[src/hw/rtl/sbba_pkg.sv]
package sbba_pkg;

	localparam int MAP_BYTES  = 512;
	localparam int MAP_BLOCKS = MAP_BYTES * 8;
	localparam int BLOCK_SPAN = 4096;
	localparam int LIMIT_CAP  = (MAP_BLOCKS < BLOCK_SPAN) ? MAP_BLOCKS : BLOCK_SPAN;

	localparam int ADDR_W  = (MAP_BYTES > 1) ? $clog2(MAP_BYTES) : 1;
	localparam int BLOCK_W = 12;
	localparam int POOL_W  = 13;
	localparam int CMP_W   = ((ADDR_W + 4) > POOL_W) ? (ADDR_W + 4) : POOL_W;

	localparam logic [POOL_W-1:0] POOL_RESET = POOL_W'(100);

	localparam logic KIND_ALLOC = 1'b0;
	localparam logic KIND_FREE  = 1'b1;

	typedef enum logic [1:0] {
		ST_CLEAR,
		ST_IDLE,
		ST_SCAN,
		ST_FREE
	} sbba_state_t;

endpackage

[src/hw/rtl/sbba_cfg_if.sv]
interface sbba_cfg_if import sbba_pkg::*; ();
	logic              valid;
	logic              ready;
	logic [POOL_W-1:0] data;

	modport source (output valid, output data, input ready);
	modport sink (input valid, input data, output ready);
endinterface

[src/hw/rtl/sbba_req_if.sv]
interface sbba_req_if import sbba_pkg::*; ();
	logic               valid;
	logic               ready;
	logic               kind;
	logic [BLOCK_W-1:0] block;

	modport source (output valid, output kind, output block, input ready);
	modport sink (input valid, input kind, input block, output ready);
endinterface

[src/hw/rtl/sbba_rsp_if.sv]
interface sbba_rsp_if import sbba_pkg::*; ();
	logic               valid;
	logic               ready;
	logic               granted;
	logic [BLOCK_W-1:0] block_out;

	modport source (output valid, output granted, output block_out, input ready);
	modport sink (input valid, input granted, input block_out, output ready);
endinterface

[src/hw/rtl/swap_block_bitmap_allocator.sv]
// First-fit swap block allocator over a byte-wide bitmap memory.
// Channels: req carries kind (allocate or free) and block; rsp returns granted and
// block_out, one result per request; cfg writes pool_size and is always ready.
// Only one request is in flight: req.ready is high while the block is idle.
// An allocate reads byte 0 on acceptance; in ST_SCAN it then passes each completely
// full byte, one byte a cycle through the bitmap RAM's single read port, and loads
// its result at the first byte with a clear bit or past the pool size. A full
// 4096-block pool scans at most 512 bytes. A free reads its byte on acceptance,
// then in ST_FREE loads its result and writes the byte back once the output
// register is free. The next request is taken from the cycle after the load.
// The result sits in an output register, so a new request is taken while an
// earlier result still waits; if rsp stalls, a finished scan holds in place until
// the register frees up, and the bitmap is not written until then.
// After reset the bitmap RAM is cleared one byte a cycle, with block 0 marked used;
// req.ready stays low during this pass. cfg writes are accepted throughout.
// pool_size resets to 100.
module swap_block_bitmap_allocator import sbba_pkg::*; (
	input logic        clk,
	input logic        arst_n,
	sbba_cfg_if.sink   cfg,
	sbba_req_if.sink   req,
	sbba_rsp_if.source rsp
);

	logic [7:0]         mem [MAP_BYTES];
	logic [7:0]         rd_data_q;
	logic [ADDR_W-1:0]  rd_addr;
	logic               rd_en;
	logic [ADDR_W-1:0]  wr_addr;
	logic [7:0]         wr_data;
	logic               wr_en;

	sbba_state_t        state_q, state_d;
	logic [ADDR_W-1:0]  clr_addr_q;
	logic [ADDR_W:0]    byte_q, byte_d;
	logic [POOL_W-1:0]  pool_q;
	logic [POOL_W-1:0]  limit_q, limit_d;
	logic [BLOCK_W-1:0] free_blk_q;
	logic               free_ok_q, free_ok_d;

	logic               rsp_valid_q;
	logic               rsp_granted_q;
	logic [BLOCK_W-1:0] rsp_block_q;
	logic               rsp_load;
	logic               rsp_granted_d;
	logic [BLOCK_W-1:0] rsp_block_d;
	logic               out_free;
	logic               req_fire;

	logic [3:0]         clear_bit;
	logic [CMP_W-1:0]   scan_base;
	logic [CMP_W-1:0]   cand;
	logic               past_limit;

	// Lowest clear bit of a byte: {found, index}.
	function automatic logic [3:0] first_clear(input logic [7:0] b);
		logic [3:0] r;
		r = 4'b0000;
		for (int j = 7; j >= 0; j--) begin
			if (!b[j]) begin
				r = {1'b1, 3'(j)};
			end
		end
		return r;
	endfunction

	assign req.ready = (state_q == ST_IDLE);
	assign req_fire  = req.valid && req.ready;
	assign cfg.ready = 1'b1;
	assign out_free  = !rsp_valid_q || rsp.ready;

	assign rsp.valid     = rsp_valid_q;
	assign rsp.granted   = rsp_granted_q;
	assign rsp.block_out = rsp_block_q;

	assign clear_bit  = first_clear(rd_data_q);
	assign scan_base  = CMP_W'(byte_q) << 3;
	assign cand       = scan_base | CMP_W'(clear_bit[2:0]);
	assign past_limit = scan_base >= CMP_W'(limit_q);

	always_ff @(posedge clk) begin
		if (wr_en) begin
			mem[wr_addr] <= wr_data;
		end
		if (rd_en) begin
			rd_data_q <= mem[rd_addr];
		end
	end

	always_comb begin
		state_d       = state_q;
		byte_d        = byte_q;
		limit_d       = limit_q;
		free_ok_d     = free_ok_q;
		rd_addr       = '0;
		rd_en         = 1'b0;
		wr_addr       = '0;
		wr_data       = '0;
		wr_en         = 1'b0;
		rsp_load      = 1'b0;
		rsp_granted_d = 1'b0;
		rsp_block_d   = '0;
		case (state_q)
			ST_CLEAR: begin
				wr_en   = 1'b1;
				wr_addr = clr_addr_q;
				wr_data = (clr_addr_q == '0) ? 8'h01 : 8'h00;
				if (clr_addr_q == ADDR_W'(MAP_BYTES - 1)) begin
					state_d = ST_IDLE;
				end
			end
			ST_IDLE: begin
				if (req_fire) begin
					rd_en = 1'b1;
					if (req.kind == KIND_ALLOC) begin
						rd_addr = '0;
						byte_d  = '0;
						limit_d = (pool_q > POOL_W'(LIMIT_CAP)) ? POOL_W'(LIMIT_CAP) : pool_q;
						state_d = ST_SCAN;
					end else begin
						rd_addr   = ADDR_W'(req.block >> 3);
						free_ok_d = (req.block != '0) &&
							(CMP_W'(req.block) < CMP_W'(MAP_BLOCKS));
						state_d   = ST_FREE;
					end
				end
			end
			ST_SCAN: begin
				if (past_limit) begin
					if (out_free) begin
						rsp_load = 1'b1;
						state_d  = ST_IDLE;
					end
				end else if (!clear_bit[3]) begin
					// full byte: advance to the next one
					byte_d  = byte_q + 1'b1;
					rd_addr = ADDR_W'(byte_q + 1'b1);
					rd_en   = 1'b1;
				end else if (out_free) begin
					rsp_load = 1'b1;
					state_d  = ST_IDLE;
					if (cand < CMP_W'(limit_q)) begin
						wr_en         = 1'b1;
						wr_addr       = ADDR_W'(byte_q);
						wr_data       = rd_data_q | (8'h01 << clear_bit[2:0]);
						rsp_granted_d = 1'b1;
						rsp_block_d   = BLOCK_W'(cand);
					end
				end
			end
			ST_FREE: begin
				if (out_free) begin
					rsp_load = 1'b1;
					state_d  = ST_IDLE;
					if (free_ok_q) begin
						wr_en   = 1'b1;
						wr_addr = ADDR_W'(free_blk_q >> 3);
						wr_data = rd_data_q & ~(8'h01 << free_blk_q[2:0]);
					end
				end
			end
			default: begin
				state_d = ST_IDLE;
			end
		endcase
	end

	always_ff @(posedge clk or negedge arst_n) begin
		if (!arst_n) begin
			state_q     <= ST_CLEAR;
			clr_addr_q  <= '0;
			byte_q      <= '0;
			pool_q      <= POOL_RESET;
			rsp_valid_q <= 1'b0;
		end else begin
			state_q <= state_d;
			byte_q  <= byte_d;
			if (state_q == ST_CLEAR) begin
				clr_addr_q <= clr_addr_q + 1'b1;
			end
			if (cfg.valid && cfg.ready) begin
				pool_q <= cfg.data;
			end
			if (rsp_load) begin
				rsp_valid_q <= 1'b1;
			end else if (rsp.ready) begin
				rsp_valid_q <= 1'b0;
			end
		end
	end

	always_ff @(posedge clk) begin
		limit_q   <= limit_d;
		free_ok_q <= free_ok_d;
		if (req_fire) begin
			free_blk_q <= req.block;
		end
		if (rsp_load) begin
			rsp_granted_q <= rsp_granted_d;
			rsp_block_q   <= rsp_block_d;
		end
	end

endmodule

[src/flat_wrapper.sv]
// flat-port wrapper written by rule: the top's interface ports become plain ports
module swap_block_bitmap_allocator_flat import sbba_pkg::*;
  (clk, arst_n, cfg_valid, cfg_data, cfg_ready, req_valid, req_kind, req_block, req_ready, rsp_valid, rsp_granted, rsp_block_out, rsp_ready);
  sbba_cfg_if cfg_i ();
  sbba_req_if req_i ();
  sbba_rsp_if rsp_i ();
  input logic clk;
  input logic arst_n;
  input wire logic [$bits(cfg_i.valid)-1:0] cfg_valid;
  input wire logic [$bits(cfg_i.data)-1:0] cfg_data;
  output wire logic [$bits(cfg_i.ready)-1:0] cfg_ready;
  input wire logic [$bits(req_i.valid)-1:0] req_valid;
  input wire logic [$bits(req_i.kind)-1:0] req_kind;
  input wire logic [$bits(req_i.block)-1:0] req_block;
  output wire logic [$bits(req_i.ready)-1:0] req_ready;
  output wire logic [$bits(rsp_i.valid)-1:0] rsp_valid;
  output wire logic [$bits(rsp_i.granted)-1:0] rsp_granted;
  output wire logic [$bits(rsp_i.block_out)-1:0] rsp_block_out;
  input wire logic [$bits(rsp_i.ready)-1:0] rsp_ready;
  assign cfg_i.valid = cfg_valid;
  assign cfg_i.data = cfg_data;
  assign cfg_ready = cfg_i.ready;
  assign req_i.valid = req_valid;
  assign req_i.kind = req_kind;
  assign req_i.block = req_block;
  assign req_ready = req_i.ready;
  assign rsp_valid = rsp_i.valid;
  assign rsp_granted = rsp_i.granted;
  assign rsp_block_out = rsp_i.block_out;
  assign rsp_i.ready = rsp_ready;
  swap_block_bitmap_allocator u_core (.clk(clk), .arst_n(arst_n), .cfg(cfg_i), .req(req_i), .rsp(rsp_i));
endmodule
[config.mk]
export PLATFORM = sky130hd
export DESIGN_NAME = swap_block_bitmap_allocator_flat
export DESIGN_NICKNAME = d
export VERILOG_FILES = /design/src/hw/rtl/sbba_pkg.sv /design/src/hw/rtl/sbba_cfg_if.sv /design/src/hw/rtl/sbba_req_if.sv /design/src/hw/rtl/sbba_rsp_if.sv /design/src/hw/rtl/swap_block_bitmap_allocator.sv /design/src/flat_wrapper.sv
export SDC_FILE = /design/constraint.sdc
export NUM_CORES = 2
export LEC_CHECK = 0
export ABC_CLOCK_PERIOD_IN_PS = 18600
export BUFFER_PORTS_ARGS = -buffer_cell sky130_fd_sc_hd__buf_2
export CAP_MARGIN = 20
export CORE_ASPECT_RATIO = 2
export CORE_MARGIN = 8
export CORE_UTILIZATION = 55
export CTS_CLUSTER_SIZE = 12
export DETAILED_ROUTE_END_ITERATION = 8
export PLACE_DENSITY = 0.76
export SYNTH_ARGS = -nofsm -noshare
export SYNTH_HDL_FRONTEND = slang
export SYNTH_SLANG_ARGS = --single-unit
[constraint.sdc]
create_clock -name clk -period 18.6 [get_ports clk]
set_input_delay 5.58 -clock clk [delete_from_list [all_inputs] [get_ports clk]]
set_output_delay 5.58 -clock clk [all_outputs]
set_load 0.02 [all_outputs]
**Word level (Yosys, flattened, before mapping)**

Memory sizes are Yosys's and may differ from the RTL's. A register that Yosys moved wholly into a read port is not among the register bits.
Index checks and enable logic that the tools add are counted.
W data, S select, Z words.

- Equal/unequal tests: 10
- Shift-type cells: 2
- Add/subtract/negate cells: 2
- Multiplexer cells: 59
- Reduce and logical (&&, ||, !) cells: 13
- Bitwise operators: 9
- $lt $le $gt $ge: 3

Operators by type and width:

| kind | count |
|---|---|
| $mux W9 | 10 |
| $mux W8 | 6 |
| $mux W10 | 4 |
| $mux W4 | 8 |
| $pmux W9 S3 | 1 |
| $pmux W8 S3 | 1 |
| $pmux W10 S2 | 1 |
| $mux W1 | 18 |
| $pmux W9 S2 | 1 |
| $shl A1 B3 Y8 const A | 2 |
| $ge A13 B13 Y1 | 1 |
| $gt A13 B13 Y1 const B | 1 |
| $lt A13 B13 Y1 | 1 |
| $or A13 B3 Y13 | 1 |
| $reduce_bool A12 Y1 | 1 |
| $add A10 B1 Y10 const B | 1 |
| $mux W2 | 5 |
| $add A9 B1 Y9 const B | 1 |
| $eq A9 B9 Y1 const B | 1 |
| $logic_not A9 Y1 | 1 |
| $reduce_and A3 Y1 | 3 |
| $and A8 B8 Y8 | 1 |
| $ne A2 B2 Y1 const B | 4 |
| $not A8 Y8 | 1 |
| other kinds (16) | 23 |

- Memory bits (writable): 4096
- Input port bits: 31
- Memories: 1
- Logic and storage cells: 109
- Bits in registers: 74

Memory list:

| memory | depth | bits a word | rd ports | clocked after Yosys merged registers in | wr ports | line | text |
|---|---|---|---|---|---|---|---|
| u_core.mem | 512 | 8 | 1 | 1 | 1 | swap_block_bitmap_allocator.sv:25 | `logic [7:0] mem [MAP_BYTES];` |

**Logic depth before layout (Yosys ltp)**

- Depth after elaboration: 17
- Mapped depth: 19
- Mapped depth without buffers: 13

**Worst setup path after synthesis**

Ideal clock, no wire load.

- Path kind: in2reg
- Start: in rsp_ready
- End: mem u_core.mem[0][0] (data pin)
- Data arrival time: 20.448 ns
- Path slack: -5.101 ns
- Stages: 5
- Setup time: 3.253 ns
- Cell sequence: nand2b_1 > and3_1 > clkbuf_1 > o311ai_0 > a31oi_1

- Longest elaborated chain between the ends: 5

RTL lines:

| item | line | text |
|---|---|---|
| from (decl) | flat_wrapper.sv:19 | `input wire logic [$bits(rsp_i.ready)-1:0] rsp_ready;` |
| $logic_or A1 B1 Y1 (*) | swap_block_bitmap_allocator.sv:70 | `assign out_free = !rsp_valid_q \|\| rsp.ready;` |
| $mux W8 | swap_block_bitmap_allocator.sv:139 | `end else if (out_free) begin` |
| $mux W8 | swap_block_bitmap_allocator.sv:134 | `end else if (!clear_bit[3]) begin` |
| $mux W8 | swap_block_bitmap_allocator.sv:129 | `if (past_limit) begin` |
| $pmux W8 S3 (*) | swap_block_bitmap_allocator.sv:103 | `case (state_q)` |
| via u_core.wr_data[0] | swap_block_bitmap_allocator.sv:30 | `logic [7:0] wr_data;` |
| to (decl) | swap_block_bitmap_allocator.sv:25 |  |

The timed path passes the listed nets; every way through them passes the cells marked *.

**Final worst setup path**

- Start: in req_valid
- End: reg u_core.rd_data_q[0], read port of u_core.mem (data pin)

- Longest elaborated chain between the ends: 3

RTL lines:

| item | line | text |
|---|---|---|
| from (decl) | flat_wrapper.sv:12 | `input wire logic [$bits(req_i.valid)-1:0] req_valid;` |
| $logic_and A1 B1 Y1 (*) | swap_block_bitmap_allocator.sv:68 | `assign req_fire = req.valid && req.ready;` |
| $mux W9 / $mux W1 (equally long branches) | swap_block_bitmap_allocator.sv:113 | `if (req_fire) begin` |
| $pmux W9 S2 / $pmux W1 S2 (equally long branches) | swap_block_bitmap_allocator.sv:103 |  |
| to (decl) | swap_block_bitmap_allocator.sv:26 | `logic [7:0] rd_data_q;` |

Every way passes the cells marked *; elsewhere a longest branch is shown, timed or not.
A chain may end at the register's enable or synchronous reset.

==> results.sh <==
export IMPL_outcome="finished, final reports clean"
export IMPL_worst_setup_path_start_kind="input pin"
export IMPL_syn_area_per_cell_um2=14.3
export IMPL_cts_made_buffers=392
export IMPL_drive_above_1_share_pct=9.22
export IMPL_place_congestion=0.963
export IMPL_crit_arrival_ns=11.81
export IMPL_dieArea_mm2=0.324
export IMPL_drt_initial_drc_count=17506
export IMPL_slowest_stage="o21ai_0"
export IMPL_wl_um=528000
export IMPL_hold_slack_ns=0.516
export IMPL_grt_pass1_wl_um=747000
export IMPL_fmax_mhz=89.6
export IMPL_final_setup_viol_count=0
export IMPL_grtUsageTotal_pct=31.5
export IMPL_via_per_inst=7.02
export IMPL_yosys_area_share_simple_pct=11.5
export IMPL_die_h_um=797
export IMPL_synth_area_mm2=0.168
export IMPL_clkPwrFrac_pct=41.1
export IMPL_cts_path_max_buffers=4
export IMPL_ys_types=80
export IMPL_p_int_mw=14.0
export IMPL_ant_nets=0
export IMPL_stdcell_area_mm2=0.184
export IMPL_cap_viol_max_count=0
export IMPL_switching_share_pct=19.2
export IMPL_finalHoldViolations=0
export IMPL_dp_cells=15288
export IMPL_nets=11769
export IMPL_p_comb_share_pct=0.1
export IMPL_placedInstanceArea_mm2=0.173
export IMPL_synth_edf_count=4143
export IMPL_cts_hold_fix_buffers=0
export IMPL_drtPass1Iterations=9
export IMPL_synth_fp_nets=11778
export IMPL_synth_seq_cells=4178
export IMPL_setup_ws_ns=7.44
export IMPL_power_density_mw_per_mm2=94.3
export IMPL_htreeDepth=5
export IMPL_synthMuxAreaShare_pct=3.11
export IMPL_ctsResizeCount=0
export IMPL_finalWorstPathRequiredPeriod_ns=11.16
export IMPL_power_frac_seq_pct=58.8
export IMPL_switchingPower_mw=3.32
export IMPL_cp_max_fo=45
export IMPL_synth_adder_area_share_pct=0.157
export IMPL_max_slew_margin_pct=9.03
export IMPL_synth_xor_area_share_pct=0.0680
export IMPL_syn_inst=11726
export IMPL_rsz0062_at_grt="no"
export IMPL_area_growth_pct=9.71
export IMPL_vdd_drop_max_mv=0.0941
export IMPL_ys_warn_count=0
export IMPL_crit_path_cell_trace="buf_2, and4_1, and2_1, a31oi_4, buf_4, buf_4, buf_4, nand2_4, buf_4, buf_4, o22ai_1, a2111oi_0, o21ai_0, o21ai_0, nor4_1, buf_4, or4_1"
export IMPL_instances_no_fill=15840
export IMPL_std_cell_rows=286
export IMPL_final_common_cell="edfxtp_1"
export IMPL_wl_per_cell_um=33.3
export IMPL_drcViolationCount=0
export IMPL_worst_pin_slew_ns=1.36
export IMPL_grt_max_degree=222
export IMPL_crit_required_ns=19.25
export IMPL_grt_overflow=0
export IMPL_max_stage_delay_ns=0.80
export IMPL_final_cell_mix="4143 x edfxtp_1, 1212 x nand2_1, 700 x nor3_1"
export IMPL_critical_path_class="in2reg"
export IMPL_postCtsSetupBuffers=0
export IMPL_ys_async_sr_fraction_pct=0.838
export IMPL_antenna_found_initial=30
export IMPL_ys_flop_type="edfxtp_1"
export IMPL_drv_slew=0
export IMPL_routed_via_count=111242
export IMPL_ios=47
export IMPL_endpoint_kind="register"
export IMPL_synth_top_family_by_area="simple AND/OR/NAND/NOR gates"
export IMPL_fin_crit_sh_pct=60.0
export IMPL_clock_sinks=4178
export IMPL_io_buffers=45
export IMPL_hold_class="reg2reg"
export IMPL_yosysSeqAreaShare_pct=74.8
export IMPL_start_util_pct=55.3
export IMPL_p_leak_nw=53.8
export IMPL_path_clk_slew_ns=0.06
export IMPL_clk_latency_ns=0.95
export IMPL_nFillCells=21631
export IMPL_synth_compound_area_share_pct=7.80
export IMPL_pre_cts_ws_ns=6.85
export IMPL_coreArea_mm2=0.303
export IMPL_grt_pass1_vias=108506
export IMPL_dp_hpwl_um=305000
export IMPL_fin_skew_ns=0.0587
export IMPL_cts_root_buffer="clkbuf_16"
export IMPL_die_x_um=406
export IMPL_cts_tree="yes"
export IMPL_path_common_cell="buf_4"
## cells in the mapped netlist (23+ instances only)
library cell     n  area, um2
edfxtp_1      4143     124000
nand2_1       1216       4560
nor3_1         706       3530
nor2_1         663       2490
or3_1          550       3440
o21ai_0        519       2600
mux2i_1        500       5000
clkbuf_1       477       1790
nand3_1        409       2050
buf_2          377       1890
o211ai_1       350       2630
o22ai_1        316       1980
nor4_1         177       1110
a21oi_1        160        801
nand4_1        160       1000
a32oi_1        134       1170
a31oi_1        131        820
buf_1           58        218
inv_1           58        218
and3_1          55        344
a32o_1          49        490
o31ai_1         41        308
buf_4           34        255
a41oi_1         32        280
dfrtp_1         32        801
a22oi_1         23        173
o2111ai_1       23        201
## logic make-up after synthesis
family                     Yosys count
xor gates and xnor gates            13
AOI/OAI and AO/OA                 1963
DFF                               4178
and+or+nand+nor                   4026
adders and majority gates           21
other                                1
muxes                              519
buffers and inverters             1005
## flip-flops by register name, indices dropped and copies added, names as in the netlist
name                  cells
u_core.byte_q            10
u_core.clr_addr_q         9
u_core.free_blk_q        12
u_core.free_ok_q          1
u_core.limit_q           13
u_core.mem             4096
u_core.pool_q            13
u_core.rd_data_q          8
u_core.rsp.block_out     12
u_core.rsp.granted        1
u_core.rsp.valid          1
u_core.state_q            2
## power groups by stage
stage                     Combinational, mW  Clock (mW)  Sequential [mW]
after global routing                 0.0137        7.44             10.2
final                                0.0125        7.13             10.2
after global placement               0.0120           0             10.4
after detailed placement             0.0125           0             10.4
after floorplan                     0.00608           0             10.4
after CTS                            0.0127        7.11             10.2
## worst paths after layout
| check | start | end | slack, ns | cells after the start |
|---|---|---|---|---|
| min in group asynchronous | arst_n | u_core.pool_q[0] | 4.75 | 1 |
| min reg2reg | u_core.pool_q[9] | u_core.pool_q[9] | 0.52 | 1 |
| max | req_valid | u_core.rd_data_q[0] | 7.44 | 17 |
| max in group asynchronous | arst_n | u_core.pool_q[11] | 13.26 | 1 |
| max reg2reg | u_core.state_q[1] | u_core.rd_data_q[2] | 10.39 | 14 |
| min | u_core.pool_q[9] | u_core.pool_q[9] | 0.52 | 1 |
## through the flow
step	setup TNS (ns)	util [%]	total power, mW
5_1_grt	0	60.6	17.6
6_report	0	60.6	17.3
2_1_floorplan	-9384.29	-	10.4
4_1_cts	0	60.5	17.3
3_3_place_gp	0	56.9	10.4
3_5_place_dp	0	57.0	10.4
## worst max-delay path: cells and delay by family
family | cells | cell delay (ns)
simple gates | 5 | 1.78
buf+inv | 7 | 2.49
compound gates | 5 | 1.82
## layer usage
metal  vias to the layer above  GRT usage (%)  routed length, um
met5                         -              0                103
met4                        16           28.6              59300
met3                      2564           7.32              64200
met2                      9161           50.2             248000
met1                     54203           34.8             156000
li1                      45298              -                  -
## area by class of cell
type	instances	area, um2	area share (%)
inverter	58	225	0.123
timing repair buffer	544	4230	2.30
sequential	4178	125000	68.2
clock inverter	22	340	0.185
antenna	28	70.1	0.0381
tap	4032	5040	2.74
clock buffer	435	10100	5.49
multi-input combinational	6543	38500	21.0
(Power assumes the default switching activity.)
